### config.mk
export PLATFORM = sky130hd
export DESIGN_NAME = minmax_uint8_quantizer_core
export DESIGN_NICKNAME = d
export VERILOG_FILES = /design/src/rtl/mmq_pkg.sv /design/src/rtl/mmq_divider.sv /design/src/rtl/mmq_datapath.sv /design/src/rtl/mmq_ctrl.sv /design/src/rtl/minmax_uint8_quantizer_core.sv
export SDC_FILE = /design/constraint.sdc
export NUM_CORES = 1
export LEC_CHECK = 0
export BUFFER_PORTS_ARGS = -buffer_cell sky130_fd_sc_hd__buf_2
export CAP_MARGIN = 20
export CORE_UTILIZATION = 45
export CTS_BUF_LIST = sky130_fd_sc_hd__clkbuf_4 sky130_fd_sc_hd__clkbuf_8
export DETAILED_ROUTE_END_ITERATION = 7
export GPL_ROUTABILITY_DRIVEN = 0
export MAX_ROUTING_LAYER = met4
export PLACE_DENSITY = 0.57
export SYNTH_ARGS = -nofsm -noshare
export SYNTH_HDL_FRONTEND = slang
export SYNTH_HIERARCHICAL = 1
export SYNTH_SLANG_ARGS = --single-unit
### constraint.sdc
create_clock -name clock -period 12.5 [get_ports clock]
set_clock_uncertainty 0.1 [all_clocks]
set_input_delay 1.25 -clock clock [delete_from_list [all_inputs] [get_ports clock]]
set_output_delay 1.25 -clock clock [all_outputs]
set_load 0.05 [all_outputs]
### src/rtl/mmq_pkg.sv
// Shared types and constants of the min/max 8-bit quantizer.
package mmq_pkg;

   // Result field widths
   localparam int MIN_W   = 16;
   localparam int SCALE_W = 17;
   localparam int CODE_W  = 8;

   // Divider: quotient register and step counter
   localparam int QUOT_W      = 8;
   localparam int STEP_W      = 4;
   localparam int CODE_STEPS  = 8;

   // Scale = span + floor((span + 127) / 255), saturated to the field maximum.
   // The quotient by 255 is a reciprocal multiply, exact below the saturation span.
   localparam int SCALE_ROUND       = 127;
   localparam int SCALE_RECIP       = 131587;
   localparam int SCALE_RECIP_SHIFT = 25;
   localparam int SCALE_PROD_W      = 35;
   localparam int SCALE_SAT_SPAN    = 130560;
   localparam int SCALE_MAX         = 131071;
   localparam int CODE_MAX          = 255;

   // Result kinds
   localparam logic KIND_HEADER = 1'b0;
   localparam logic KIND_CODE   = 1'b1;

   typedef enum logic [2:0] {
      ST_IDLE,
      ST_SCALE_START,
      ST_CODE_SETUP,
      ST_DIV,
      ST_DONE
   } state_type;

   // Controller to datapath
   typedef struct packed {
      logic take;         // accept the item on the request ports
      logic scale_start;  // register the header scale
      logic code_start;   // classify the sample and load divider for its code
      logic out_write;    // move the finished result into the output register
   } cmd_type;

   // Datapath to controller
   typedef struct packed {
      logic req_quant;    // item on the request ports is a quantize sample
      logic req_closes;   // item on the request ports closes a scan
      logic code_special; // code settled without division
      logic div_busy;
      logic out_full;
   } status_type;

endpackage

### src/rtl/mmq_divider.sv
// Restoring divider, one quotient bit per cycle, for the quantized code.
module mmq_divider #(
   parameter int WORK_W = 33
) (
   input  logic                       clock,
   input  logic                       reset,
   input  logic                       start,
   input  logic [WORK_W-1:0]          num,
   input  logic [WORK_W-1:0]          den_top,
   input  logic [mmq_pkg::STEP_W-1:0] steps,
   output logic                       busy,
   output logic [mmq_pkg::QUOT_W-1:0] quot
);
   import mmq_pkg::*;

   logic [WORK_W-1:0] rem_ff, rem_in;
   logic [WORK_W-1:0] dsh_ff, dsh_in;
   logic [QUOT_W-1:0] quot_ff, quot_in;
   logic [STEP_W-1:0] count_ff, count_in;
   logic              busy_ff, busy_in;
   logic              ge;

   // One subtract-and-compare step against the shifted divisor
   always_comb begin
      ge       = (rem_ff >= dsh_ff);
      rem_in   = rem_ff;
      dsh_in   = dsh_ff;
      quot_in  = quot_ff;
      count_in = count_ff;
      busy_in  = busy_ff;
      if (start) begin
         rem_in   = num;
         dsh_in   = den_top;
         quot_in  = '0;
         count_in = steps;
         busy_in  = 1'b1;
      end else if (busy_ff) begin
         if (ge) begin
            rem_in = rem_ff - dsh_ff;
         end
         dsh_in   = dsh_ff >> 1;
         quot_in  = {quot_ff[QUOT_W-2:0], ge};
         count_in = count_ff - STEP_W'(1);
         if (count_ff == STEP_W'(1)) begin
            busy_in = 1'b0;
         end
      end
   end

   always_ff @(posedge clock) begin
      if (reset) begin
         busy_ff  <= 1'b0;
         count_ff <= '0;
      end else begin
         busy_ff  <= busy_in;
         count_ff <= count_in;
      end
      rem_ff  <= rem_in;
      dsh_ff  <= dsh_in;
      quot_ff <= quot_in;
   end

   assign busy = busy_ff;
   assign quot = quot_ff;

endmodule

### src/rtl/mmq_datapath.sv
// Datapath: running min/max, layer header registers, divider and output register.
module mmq_datapath #(
   parameter int SAMPLE_BITS = 16
) (
   input  logic                               clock,
   input  logic                               reset,
   input  mmq_pkg::cmd_type                   cmd,
   output mmq_pkg::status_type                status,
   input  logic                               req_func,
   input  logic signed [SAMPLE_BITS-1:0]      req_value,
   input  logic                               req_last,
   output logic                               rsp_valid,
   input  logic                               rsp_ready,
   output logic                               rsp_kind,
   output logic signed [mmq_pkg::MIN_W-1:0]   rsp_min_value,
   output logic [mmq_pkg::SCALE_W-1:0]        rsp_scale,
   output logic [mmq_pkg::CODE_W-1:0]         rsp_code
);
   import mmq_pkg::*;

   localparam int WORK_W = SAMPLE_BITS + 17;
   localparam logic signed [SAMPLE_BITS-1:0] S_MAX = {1'b0, {(SAMPLE_BITS-1){1'b1}}};
   localparam logic signed [SAMPLE_BITS-1:0] S_MIN = {1'b1, {(SAMPLE_BITS-1){1'b0}}};

   logic signed [SAMPLE_BITS-1:0] run_min_ff, run_max_ff;
   logic signed [SAMPLE_BITS-1:0] layer_min_ff;
   logic [SAMPLE_BITS-1:0]        layer_span_ff;
   logic signed [SAMPLE_BITS-1:0] sample_ff;
   logic                          func_ff;
   logic                          special_ff;
   logic [CODE_W-1:0]             fix_code_ff;
   logic [SCALE_W-1:0]            scale_ff;

   logic                          rsp_valid_ff;
   logic                          rsp_kind_ff;
   logic signed [MIN_W-1:0]       rsp_min_ff;
   logic [SCALE_W-1:0]            rsp_scale_ff;
   logic [CODE_W-1:0]             rsp_code_ff;

   logic signed [SAMPLE_BITS-1:0] new_min, new_max;
   logic signed [SAMPLE_BITS:0]   diff;
   logic [SAMPLE_BITS-1:0]        ud;
   logic                          code_zero, code_full;
   logic                          div_start;
   logic [WORK_W-1:0]             div_num, div_den;
   logic [STEP_W-1:0]             div_steps;
   logic                          div_busy;
   logic [QUOT_W-1:0]             div_quot;

   logic                          scale_sat;
   logic [SCALE_W-1:0]            scale_num;
   logic [SCALE_PROD_W-1:0]       scale_prod;
   logic [SCALE_PROD_W-SCALE_RECIP_SHIFT-1:0] scale_quo;
   logic [SCALE_W-1:0]            scale_val;

   // Running extremes including the sample on the request ports
   always_comb begin
      new_min = (req_value < run_min_ff) ? req_value : run_min_ff;
      new_max = (req_value > run_max_ff) ? req_value : run_max_ff;
   end

   // Offset of the held sample from the layer minimum and its range class
   always_comb begin
      diff      = {sample_ff[SAMPLE_BITS-1], sample_ff}
                - {layer_min_ff[SAMPLE_BITS-1], layer_min_ff};
      ud        = diff[SAMPLE_BITS-1:0];
      code_zero = (layer_span_ff == '0) || diff[SAMPLE_BITS] || (diff == '0);
      code_full = !code_zero && (ud >= layer_span_ff);
   end

   // Header scale: span + floor((span + 127) / 255), quotient by reciprocal multiply
   always_comb begin
      scale_sat  = (WORK_W'(layer_span_ff) >= WORK_W'(SCALE_SAT_SPAN));
      scale_num  = SCALE_W'(layer_span_ff) + SCALE_W'(SCALE_ROUND);
      scale_prod = SCALE_PROD_W'(scale_num) * SCALE_PROD_W'(SCALE_RECIP);
      scale_quo  = scale_prod[SCALE_PROD_W-1:SCALE_RECIP_SHIFT];
      scale_val  = SCALE_W'(layer_span_ff) + SCALE_W'(scale_quo);
   end

   // Divider operands for the rounded code
   always_comb begin
      div_start = cmd.code_start;
      // (ud*510 + span) / (2*span), top divisor step is 2*span << 7
      div_num   = (WORK_W'(ud) << 9) - (WORK_W'(ud) << 1) + WORK_W'(layer_span_ff);
      div_den   = WORK_W'(layer_span_ff) << CODE_STEPS;
      div_steps = STEP_W'(CODE_STEPS);
   end

   mmq_divider #(
      .WORK_W(WORK_W)
   ) u_divider (
      .clock   (clock),
      .reset   (reset),
      .start   (div_start),
      .num     (div_num),
      .den_top (div_den),
      .steps   (div_steps),
      .busy    (div_busy),
      .quot    (div_quot)
   );

   // Scan state and layer header
   always_ff @(posedge clock) begin
      if (reset) begin
         run_min_ff    <= S_MAX;
         run_max_ff    <= S_MIN;
         layer_min_ff  <= '0;
         layer_span_ff <= '0;
      end else if (cmd.take && !req_func) begin
         if (req_last) begin
            layer_min_ff  <= new_min;
            layer_span_ff <= SAMPLE_BITS'(new_max - new_min);
            run_min_ff    <= S_MAX;
            run_max_ff    <= S_MIN;
         end else begin
            run_min_ff <= new_min;
            run_max_ff <= new_max;
         end
      end
   end

   // Held item and settled results
   always_ff @(posedge clock) begin
      if (cmd.take) begin
         func_ff   <= req_func;
         sample_ff <= req_value;
      end
      if (cmd.code_start) begin
         special_ff  <= code_zero || code_full;
         fix_code_ff <= code_full ? CODE_W'(CODE_MAX) : '0;
      end
      if (cmd.scale_start) begin
         scale_ff <= scale_sat ? SCALE_W'(SCALE_MAX) : scale_val;
      end
   end

   // Output register
   always_ff @(posedge clock) begin
      if (reset) begin
         rsp_valid_ff <= 1'b0;
      end else if (cmd.out_write) begin
         rsp_valid_ff <= 1'b1;
      end else if (rsp_ready) begin
         rsp_valid_ff <= 1'b0;
      end
      if (cmd.out_write) begin
         if (func_ff == KIND_CODE) begin
            rsp_kind_ff  <= KIND_CODE;
            rsp_min_ff   <= '0;
            rsp_scale_ff <= '0;
            rsp_code_ff  <= special_ff ? fix_code_ff : div_quot[CODE_W-1:0];
         end else begin
            rsp_kind_ff  <= KIND_HEADER;
            rsp_min_ff   <= MIN_W'(layer_min_ff);
            rsp_scale_ff <= scale_ff;
            rsp_code_ff  <= '0;
         end
      end
   end

   always_comb begin
      status.req_quant    = req_func;
      status.req_closes   = !req_func && req_last;
      status.code_special = code_zero || code_full;
      status.div_busy     = div_busy;
      status.out_full     = rsp_valid_ff;
   end

   assign rsp_valid     = rsp_valid_ff;
   assign rsp_kind      = rsp_kind_ff;
   assign rsp_min_value = rsp_min_ff;
   assign rsp_scale     = rsp_scale_ff;
   assign rsp_code      = rsp_code_ff;

endmodule

### src/rtl/mmq_ctrl.sv
// Controller state machine: item intake, divider sequencing and result hand-off.
module mmq_ctrl (
   input  logic                clock,
   input  logic                reset,
   input  logic                req_valid,
   output logic                req_ready,
   input  logic                rsp_ready,
   input  mmq_pkg::status_type status,
   output mmq_pkg::cmd_type    cmd
);
   import mmq_pkg::*;

   state_type state_ff, state_in;

   always_ff @(posedge clock) begin
      if (reset) begin
         state_ff <= ST_IDLE;
      end else begin
         state_ff <= state_in;
      end
   end

   // Next state and commands
   always_comb begin
      state_in  = state_ff;
      req_ready = 1'b0;
      cmd       = '0;
      case (state_ff)
         ST_IDLE: begin
            req_ready = 1'b1;
            if (req_valid) begin
               cmd.take = 1'b1;
               if (status.req_quant) begin
                  state_in = ST_CODE_SETUP;
               end else if (status.req_closes) begin
                  state_in = ST_SCALE_START;
               end
            end
         end
         ST_SCALE_START: begin
            cmd.scale_start = 1'b1;
            state_in        = ST_DONE;
         end
         ST_CODE_SETUP: begin
            cmd.code_start = 1'b1;
            state_in       = status.code_special ? ST_DONE : ST_DIV;
         end
         ST_DIV: begin
            if (!status.div_busy) begin
               state_in = ST_DONE;
            end
         end
         ST_DONE: begin
            if (!status.out_full || rsp_ready) begin
               cmd.out_write = 1'b1;
               state_in      = ST_IDLE;
            end
         end
         default: begin
            state_in = ST_IDLE;
         end
      endcase
   end

endmodule

### src/rtl/minmax_uint8_quantizer_core.sv
// Top level of the min/max 8-bit quantizer: controller plus datapath.
// A scan item without last gives no result.
// A scan item with last gives its header result (scale by reciprocal multiply).
// A quantize item gives its code without division at or beyond the range limits, else through the divider.
// One item at a time; the 8-step restoring divider for the code is the long path.
// Synchronous reset clears the scan extremes, the layer header and all handshake state.
module minmax_uint8_quantizer_core #(
   parameter int SAMPLE_BITS = 16
) (
   input  logic                               clock,
   input  logic                               reset,
   input  logic                               req_valid,
   output logic                               req_ready,
   input  logic                               req_func,
   input  logic signed [SAMPLE_BITS-1:0]      req_value,
   input  logic                               req_last,
   output logic                               rsp_valid,
   input  logic                               rsp_ready,
   output logic                               rsp_kind,
   output logic signed [mmq_pkg::MIN_W-1:0]   rsp_min_value,
   output logic [mmq_pkg::SCALE_W-1:0]        rsp_scale,
   output logic [mmq_pkg::CODE_W-1:0]         rsp_code
);
   import mmq_pkg::*;

   cmd_type    cmd;
   status_type status;

   mmq_ctrl u_ctrl (
      .clock     (clock),
      .reset     (reset),
      .req_valid (req_valid),
      .req_ready (req_ready),
      .rsp_ready (rsp_ready),
      .status    (status),
      .cmd       (cmd)
   );

   mmq_datapath #(
      .SAMPLE_BITS(SAMPLE_BITS)
   ) u_datapath (
      .clock         (clock),
      .reset         (reset),
      .cmd           (cmd),
      .status        (status),
      .req_func      (req_func),
      .req_value     (req_value),
      .req_last      (req_last),
      .rsp_valid     (rsp_valid),
      .rsp_ready     (rsp_ready),
      .rsp_kind      (rsp_kind),
      .rsp_min_value (rsp_min_value),
      .rsp_scale     (rsp_scale),
      .rsp_code      (rsp_code)
   );

endmodule

==> flow_metrics.py <==
metrics = {
    "run_status": {
        "outcome": "finished, final reports clean",
    },
    "synthesis": {
        "synth_ff_type": "edfxtp_1",
        "synth_area_leaders": "edfxtp_1 24%, ha_1 17%, dfxtp_1 9.1%, inv_1 4.0%, nor2_1 3.6%",
        "synthArstFlopShare": 0,
        "syn_inst": 1972,
        "synth_seq_cells": 225,
        "synth_top_cell_by_area": "edfxtp_1",
        "synthDistinctLibCells": 86,
        "synth_edf_count": 144,
        "synth_top_area_share": 0.243,
        "netlist_area_sq_mm": 0.0178,
        "syn_area_per_cell_sq_um": 9.03,
        "yosys_warnings": 6,
        "seq_area_frac_synth": 0.334,
    },
    "timing": {
        "finalCritPeriodShare": 0.685,
        "hold_violations": 0,
        "rsz0062_at_grt": "no",
        "tightest_slew_ns": 1.02,
        "max_freq_ghz": 0.117,
        "fin_tns_setup_ns": 0,
        "setup_viol": 0,
        "slew_headroom": 0.303,
        "slew_violations": 0,
        "finalCriticalPeriod_ns": 8.56,
    },
    "critical_path": {
        "ff2ff_setup_slack_ns": 3.94,
        "cp-end-kind": "flip-flop",
        "r2r_end": "u_datapath/scale_ff[14]$_DFFE_PP_",
        "critPathKind": "reg -> reg",
        "arrival_ns": 8.78,
        "reg2reg_from": "u_datapath/layer_span_ff[1]$_SDFFE_PP0P_",
        "critPathMaxFanout": 7,
        "crit_top_cell": "ha_1",
        "critPathSlowestCell": "a2111oi_0",
        "crit_path_max_incr_delay_ns": 0.53,
        "start_kind": "flip-flop",
        "worst_r2r_path_depth": 35,
        "cp.required_ns": 12.72,
    },
    "detailed_routing": {
        "vias_per_cell": 5.54,
        "drc_errors": 0,
        "dr.pass1.iters": 5,
        "vias": 14400,
        "wire_per_inst_um": 17.8,
        "drt_iter0_drc": 804,
        "postRouteAntennaNets": 0,
        "wl_um": 46300,
    },
    "job": {
        "drv_cap": 0,
    },
    "clock_tree": {
        "cts_root_buf": "clkbuf_8",
        "holdBufCountCts": 0,
        "cts_setup_buffers": 0,
        "cts_resized": 0,
        "cts-htree-levels": 2,
        "clk_path_buf_depth": 3,
        "clkLatencyLatePin_ns": 0.60,
        "cts_num_sinks": 225,
        "clkSlewWorstSetupHoldPaths_ns": 0.05,
        "cts_tree": "yes",
        "numCtsBuffers": 43,
    },
    "power": {
        "p_leak_nw": 8.48,
        "ir_drop_v": 0.0000691,
        "pwr_density_cell_mw_per_mm2": 146,
    },
    "layout": {
        "fillers": 3697,
        "drive_above_1_share": 0.0986,
        "multiInputGateArea_sq_mm": 0.0109,
        "area_growth_pct": 10.1,
        "diodes": 0,
        "stdcell_area_sq_mm": 0.0196,
        "regArea_sq_mm": 0.00595,
        "final_nets": 2330,
    },
    "worst_hold_path": {
        "worst_hold_path_type": "reg -> reg",
        "worstHoldPathCells": 2,
        "hp-start": "u_datapath/run_min_ff[3]$_SDFFE_PP1P_",
        "holdPathEnd": "u_datapath/run_min_ff[3]$_SDFFE_PP1P_",
    },
    "global_routing": {
        "grt_pass1_vias": 14200,
        "grt_max_degree": 84,
        "track_usage": 0.237,
        "antenna_found_initial": 0,
        "grt_pass1_wl_um": 74600,
        "grt.overflow.total": 0,
    },
    "place": {
        "placed_cell_area_sq_mm": 0.0187,
        "io_buffers": 65,
        "dpl.hpwl_um": 34800,
    },
    "floorplan": {
        "rows": 72,
        "die_area_sq_mm": 0.0404,
        "fp.dieW_um": 201,
        "io_pins": 66,
        "dieHeight_um": 201,
        "start_util": 0.459,
        "core_area_sq_mm": 0.0388,
    },
}
-- report_power, final --
group	internal [mW]	switching [mW]	total [mW]	leakage (nW)
clock	0.423	0.321	0.744	0.471
combinational	0.474	0.733	1.21	6.03
sequential	0.875	0.0335	0.909	1.98
total	1.77	1.09	2.86	8.48
-- per-stage QoR --
step                      utilization  setup WS, ns  power, mW  hold slack (ns)  instances
final                           0.505          3.94       2.86            0.396       2598
after global routing            0.505          3.30       3.07            0.415       2598
after CTS                       0.505          4.03       2.89            0.396       2598
after detailed placement        0.483          4.06       2.12            0.384       2522
after global placement          0.482          4.34       2.10            0.373       2521
after floorplan                     -          5.03       1.83            0.360       1991
-- flip-flops by register name (all words and copies together) (netlist names), 3 cells and up --
signal / count
u_datapath/rsp_min_value: 16
u_datapath/sample_ff: 16
u_datapath/rsp_scale: 17
u_datapath/layer_min_ff: 16
u_datapath/u_divider/rem_ff: 33
u_datapath/u_divider/dsh_ff: 33
u_datapath/scale_ff: 17
u_datapath/run_max_ff: 16
u_datapath/run_min_ff: 16
u_datapath/layer_span_ff: 16
u_datapath/u_divider/quot: 8
u_datapath/u_divider/count_ff: 4
u_datapath/rsp_code: 8
u_ctrl/state_ff: 3
-- worst max-delay path: cells and delay by family (launching register included) --
kind / cells / cell delay [ns]
AO/OA/AOI/OAI: 16 / 3.64
XOR/XNOR: 3 / 0.46
adder cells (fa/ha/maj): 9 / 2.49
buffers and inverters: 3 / 0.30
flip-flops: 1 / 0.51
AND/OR/NAND/NOR: 4 / 0.78
-- layout by cell type (no fill, tap or decap), types with 25 or more instances in the layout --
cell type,synthesis,final
nand2_1,165,165
dfxtp_1,81,81
a21o_1,46,46
xnor2_1,70,70
nor3_1,49,49
edfxtp_1,144,144
o21ai_0,98,98
inv_1,192,192
buf_2,7,65
clkbuf_8,0,49
nor2b_1,31,31
a211oi_1,39,39
nand3_1,29,29
nor2_1,170,169
xor2_1,37,37
ha_1,243,243
a21oi_1,108,108
o211ai_1,25,25
mux2i_1,27,27
-- worst max path at each step --
| stage | start | endpoint | depth (start not counted) |
|---|---|---|---|
| finish | u_datapath/layer_span_ff[1]$_SDFFE_PP0P_ | u_datapath/scale_ff[14]$_DFFE_PP_ | 35 |
| global route | u_datapath/layer_span_ff[1]$_SDFFE_PP0P_ | u_datapath/scale_ff[14]$_DFFE_PP_ | 34 |
| CTS | u_datapath/layer_span_ff[1]$_SDFFE_PP0P_ | u_datapath/scale_ff[14]$_DFFE_PP_ | 35 |
| detailed placement | u_datapath/layer_span_ff[1]$_SDFFE_PP0P_ | u_datapath/scale_ff[14]$_DFFE_PP_ | 35 |
| global placement | u_datapath/layer_span_ff[1]$_SDFFE_PP0P_ | u_datapath/scale_ff[14]$_DFFE_PP_ | 37 |
| floorplan | u_datapath/layer_span_ff[0]$_SDFFE_PP0P_ | u_datapath/scale_ff[14]$_DFFE_PP_ | 35 |
-- area by class of cell --
class | instances | area share
Multi-Input combinational cell | 1502 | 0.558
Sequential cell | 225 | 0.303
Clock buffer | 64 | 0.0401
Inverter | 193 | 0.0369
Tap cell | 518 | 0.0331
Timing Repair Buffer | 84 | 0.0241
Clock inverter | 12 | 0.00440
-- routing by layer --
metal / global-route usage / part of all wire
met5: - / 0
met4: 0.0780 / 0.029
met3: 0.0351 / 0.035
met2: 0.386 / 0.47
met1: 0.300 / 0.47
-- synthesized netlist by cell type (all sizes together) (14+ instances only) --
cell type,count
mux2i,27
nor2b,31
o21ai,112
o211ai,25
a21oi,111
a211oi,42
xor2,37
and3,15
o21a,21
a22oi,18
a21o,46
nand4,21
nor3,50
nand2b,23
nand3,29
xnor2,71
fa,16
inv,193
nand2,166
edfxtp,144
dfxtp,81
and2,14
a21boi,18
buf,18
clkbuf,53
mux2,15
nor2,170
ha,243
-- logic make-up (layout without fill, tap and decap cells) --
| logic type | count (synthesis) | count (layout) | share of synthesized area |
|---|---|---|---|
| AOI/OAI and AO/OA | 501 | 501 | 0.189 |
| xor gates and xnor gates | 108 | 108 | 0.0535 |
| adders and majority gates | 259 | 259 | 0.189 |
| buffers and inverters | 264 | 353 | 0.0572 |
| DFF | 225 | 225 | 0.334 |
| muxes | 42 | 42 | 0.0247 |
| other | 2 | 21 | 0.000422 |
| and+or+nand+nor | 571 | 571 | 0.153 |
(Power assumes the default switching activity.)
